$ cat src/rtl/linear_probe_hash_table_defines.svh
// ----------------------------------------------------------------------------
// linear_probe_hash_table_defines
// Assertion macros for the linear probe hash table.
// LPHT_ASSERT checks a property outside reset; LPHT_ASSERT_ALWAYS checks it
// on every clock edge, reset included.
// ----------------------------------------------------------------------------
`ifndef LINEAR_PROBE_HASH_TABLE_DEFINES_SVH
`define LINEAR_PROBE_HASH_TABLE_DEFINES_SVH

`ifndef SYNTHESIS
`define LPHT_ASSERT(lbl, clk, rst, prop) \
   lbl: assert property (@(posedge clk) disable iff (rst) prop) \
      else $error("lpht: assertion failed");
`define LPHT_ASSERT_ALWAYS(lbl, clk, prop) \
   lbl: assert property (@(posedge clk) prop) \
      else $error("lpht: assertion failed");
`else
`define LPHT_ASSERT(lbl, clk, rst, prop)
`define LPHT_ASSERT_ALWAYS(lbl, clk, prop)
`endif

`endif

$ cat src/rtl/lpht_pkg.sv
`timescale 1ns / 1ps
// ----------------------------------------------------------------------------
// lpht_pkg
// Shared widths, request and status codes and slot tags of the hash table.
// ----------------------------------------------------------------------------
package lpht_pkg;

   localparam int KEY_W      = 32;
   localparam int VAL_W      = 32;
   localparam int REQ_W      = 2;
   localparam int STAT_W     = 2;
   localparam int SLOT_OUT_W = 8;

   localparam logic [REQ_W-1:0] REQ_INSERT = 2'd0;
   localparam logic [REQ_W-1:0] REQ_LOOKUP = 2'd1;
   localparam logic [REQ_W-1:0] REQ_DELETE = 2'd2;
   localparam logic [REQ_W-1:0] REQ_NOP    = 2'd3;

   localparam logic [STAT_W-1:0] STAT_OK      = 2'd0;
   localparam logic [STAT_W-1:0] STAT_MISSING = 2'd1;
   localparam logic [STAT_W-1:0] STAT_FULL    = 2'd2;

   typedef enum logic [1:0] {
      TAG_EMPTY = 2'd0,
      TAG_USED  = 2'd1,
      TAG_TOMB  = 2'd2
   } tag_type;

endpackage

$ cat src/rtl/lpht_home.sv
`timescale 1ns / 1ps
// ----------------------------------------------------------------------------
// lpht_home
// Home slot unit: key mod SLOTS by reciprocal multiply, then fold,
// or a plain mask when SLOTS is a power of two.
// ----------------------------------------------------------------------------
module lpht_home
   import lpht_pkg::*;
#(
   parameter int SLOTS = 256
) (
   input  logic                       clock,
   input  logic                       reset,
   input  logic                       start,
   input  logic [KEY_W-1:0]           key,
   output logic                       done,
   output logic [$clog2(SLOTS)-1:0]   home
);

   localparam int IDX_W   = $clog2(SLOTS);
   localparam int MAG_W   = KEY_W + 1;
   localparam int PROD_W  = KEY_W + MAG_W;
   localparam int SHIFT   = KEY_W + IDX_W;
   localparam bit IS_POW2 = ((SLOTS & (SLOTS - 1)) == 0);
   // ceil(2^SHIFT / SLOTS) gives the exact quotient for every key
   localparam logic [63:0] MAGIC_WIDE =
      ((64'd1 << SHIFT) + 64'(SLOTS) - 64'd1) / 64'(SLOTS);
   localparam logic [MAG_W-1:0] MAGIC   = MAGIC_WIDE[MAG_W-1:0];
   localparam logic [IDX_W-1:0] MODULUS = IDX_W'(SLOTS);

   logic                run_ff;
   logic                fold_ff;
   logic                done_ff;
   logic [KEY_W-1:0]    key_ff;
   logic [PROD_W-1:0]   prod_ff;
   logic [IDX_W-1:0]    home_ff;
   logic [IDX_W-1:0]    quo_lo;
   logic [IDX_W-1:0]    qm_lo;

   // remainder is below SLOTS, so the low index bits carry all of it
   assign quo_lo = prod_ff[SHIFT +: IDX_W];
   assign qm_lo  = quo_lo * MODULUS;

   always_ff @(posedge clock) begin
      if (reset) begin
         run_ff  <= 1'b0;
         fold_ff <= 1'b0;
         done_ff <= 1'b0;
      end else begin
         done_ff <= 1'b0;
         if (start) begin
            if (IS_POW2) begin
               home_ff <= key[IDX_W-1:0];
               done_ff <= 1'b1;
            end else begin
               run_ff <= 1'b1;
               key_ff <= key;
            end
         end else if (run_ff) begin
            prod_ff <= PROD_W'(key_ff) * PROD_W'(MAGIC);
            run_ff  <= 1'b0;
            fold_ff <= 1'b1;
         end else if (fold_ff) begin
            home_ff <= key_ff[IDX_W-1:0] - qm_lo;
            fold_ff <= 1'b0;
            done_ff <= 1'b1;
         end
      end
   end

   assign done = done_ff;
   assign home = home_ff;

endmodule

$ cat config.mk
export PLATFORM = sky130hd
export DESIGN_NAME = lpht_home
export DESIGN_NICKNAME = d
export VERILOG_FILES = /design/src/rtl/linear_probe_hash_table_defines.svh /design/src/rtl/lpht_pkg.sv /design/src/rtl/lpht_home.sv
export SDC_FILE = /design/constraint.sdc
export NUM_CORES = 1
export LEC_CHECK = 0
export ABC_AREA = 1
export CAP_MARGIN = 0
export CELL_PAD_IN_SITES_DETAIL_PLACEMENT = 1
export CELL_PAD_IN_SITES_GLOBAL_PLACEMENT = 1
export CORE_AREA = 4 4 41 43
export DETAILED_ROUTE_END_ITERATION = 7
export DIE_AREA = 0 0 45 47
export DONT_BUFFER_PORTS = 1
export MAX_ROUTING_LAYER = met4
export PLACE_DENSITY_LB_ADDON = 0.1
export REMOVE_ABC_BUFFERS = 1
export SLEW_MARGIN = 20
export SYNTH_ARGS = -nofsm -noshare
export SYNTH_HDL_FRONTEND = slang
export SYNTH_SLANG_ARGS = --single-unit
$ cat constraint.sdc
create_clock -name clock -period 2.1 [get_ports clock]
set_clock_uncertainty 0.15 [all_clocks]
set_input_delay 0.21 -clock clock [delete_from_list [all_inputs] [get_ports clock]]
set_output_delay 0.21 -clock clock [all_outputs]
set_load 0.005 [all_outputs]
==> flow_metrics.py <==
metrics = {
    "timing": {
        "finalHoldViolCount": 0,
        "tightest_slew_ns": 0.6293,
        "post-route-period-util_pct": 64.38,
        "slew_violations": 0,
        "fmax_mhz": 739.7,
        "rsz0062_at_grt": "false",
        "tns_ns": 0,
        "setup_viol": 0,
        "max-slew-margin-rel_pct": 57.89,
        "min_period_ns": 1.352,
    },
    "detailed_routing": {
        "vias_per_cell": 3.805,
        "drt-initial-drc-count": 5,
        "ant_nets": 0,
        "dr.pass1.iters": 3,
        "drc": 0,
        "via_count": 156,
        "drt-total-wl_um": 478,
        "wire_per_inst_um": 11.66,
    },
    "cells_and_area": {
        "layout.nets": 62,
        "antennaDiodeCount": 0,
        "drive_above_1_share_pct": 11.54,
        "final_area_um2": 416.7,
        "final_util_pct": 32.02,
        "area_growth_pct": 53.46,
    },
    "critical_path": {
        "cp-start-kind": "primary input",
        "critPathKind": "primary input to flip-flop",
        "end_kind": "flip-flop",
        "crit_arrival_ns": 1.39,
        "critPathMaxFanout": 2,
        "worstPathRequired_ns": 2.14,
    },
    "clocking": {
        "clock_tree.root_cell": "clkbuf_4",
        "cts_tree": "yes",
        "clk_pin_slew_ns": 0.06,
        "cts_resized": 0,
        "cts-htree-levels": 1,
        "hold_buffers": 10,
        "post_cts_buffers": 0,
        "clock_path_buffers": 2,
        "cts_sinks": 9,
        "cts_made_buffers": 3,
    },
    "placement": {
        "dpl_cell_area_um2": 290.3,
        "gp_congestion": 0.5343,
        "numPortBuffers": 0,
    },
    "logic_synthesis": {
        "ys_types": 4,
        "yosysWarnings": 0,
        "synth-seq-cells": 9,
        "synth_area_leaders": "edfxtp_1 88%, dfxtp_1 7.4%, nor2_1 2.8%, inv_1 1.4%",
        "synth_top_area_share_pct": 88.48,
        "ys_seq_area_share_pct": 95.85,
        "syn-cell-area_um2": 271.5,
        "yosys.area.top_type": "edfxtp_1",
        "syn_avg_cell_area_um2": 22.63,
        "postSynthCellCount": 12,
    },
    "die": {
        "die-area_um2": 2115,
        "die_w_um": 45,
        "dieHeight_um": 47,
        "pin_count": 44,
        "coreArea_um2": 1301,
        "placementRows": 13,
        "start_util_pct": 20.87,
    },
    "pwr": {
        "pwr_density_cell_nw_per_um2": 863.0,
        "power.static_leakage_uw": 0.0001508,
        "ir_drop_uv": 270.9,
    },
    "grt": {
        "grt_use_met2_pct": 7.062,
        "grt_pass1_wl_um": 586,
        "globalRouteMet1Util_pct": 3.981,
        "grt_pass1_vias": 151,
        "track_usage_pct": 4.699,
        "use_met3_pct": 2.299,
        "grt_antenna_before_repair": 0,
        "grt_busiest_layer": "met2",
        "grt_max_degree": 9,
        "grt_overflow": 0,
    },
    "run_status": {
        "status": "completed",
    },
    "hold_path": {
        "hold_class": "primary input to flip-flop",
    },
    "flow_run": {
        "maxCapViolCount": 0,
    },
}
path summary, 6_finish.rpt:
path  start                end  slack, ns  depth (start not counted)
max   reset    done$_SDFF_PP0_       0.75                          3
min   reset  home[4]$_DFFE_PP_       0.14                          1
power breakdown:
group	total, uW	internal (uW)	switching [uW]
Sequential	214	208	5.55
Clock	127	72.8	54.3
Combinational	18.8	12.9	5.88
cells by family (layout without fill, tap and decap cells):
group                  after synthesis  after routing  synth area share, %
DFF                                  9              9                95.85
and+or+nand+nor                      2              2                2.766
buffers and inverters                1             15                1.381
registers in the layout (all words and copies together), names as in the netlist:
register and cells:
done 1, home 8
Yosys cell counts (all sizes together):
cell	n
edfxtp	8
nor2	2
dfxtp	1
inv	1
per-layer routing:
layer	vias to the layer above	share of wire, %
li1	72	-
met1	72	36
met2	12	55
met3	0	9.0
met4	0	0
met5	-	0
critical path: stages:
cell           delay, ns
dlygate4sd3_1       0.54
nor2_1              0.10
dlygate4sd3_1       0.54
cells in the final DEF, fill, tap and decap left out:
master and n:
clkbuf_4 3, clkbuf_1 1, dfxtp_1 1, edfxtp_1 8, inv_1 1, nor2_1 2, dlygate4sd3_1 10
through the flow:
step | hold slack [ns] | cells | setup slack (ns) | total power (uW)
after CTS | 0.1437 | 41 | 0.7844 | 368.1
after floorplan | 0.1324 | 12 | 0.9701 | 219.4
after global placement | 0.1358 | 27 | 0.8361 | 222.3
after detailed placement | 0.1353 | 27 | 0.8132 | 222.6
after global routing | 0.1345 | 41 | 0.7354 | 384.2
final | 0.1380 | 41 | 0.7481 | 359.6
cell type report:
cell class              count  area [um^2]
fillers                   142        884.6
flip-flops and latches      9        260.3
repair buffers             10        100.1
clock buffers               4        26.28
well taps                  15        18.77
multi-input cells           2        7.507
inverters                   1        3.754
Power figures use the tool's default switching activity.
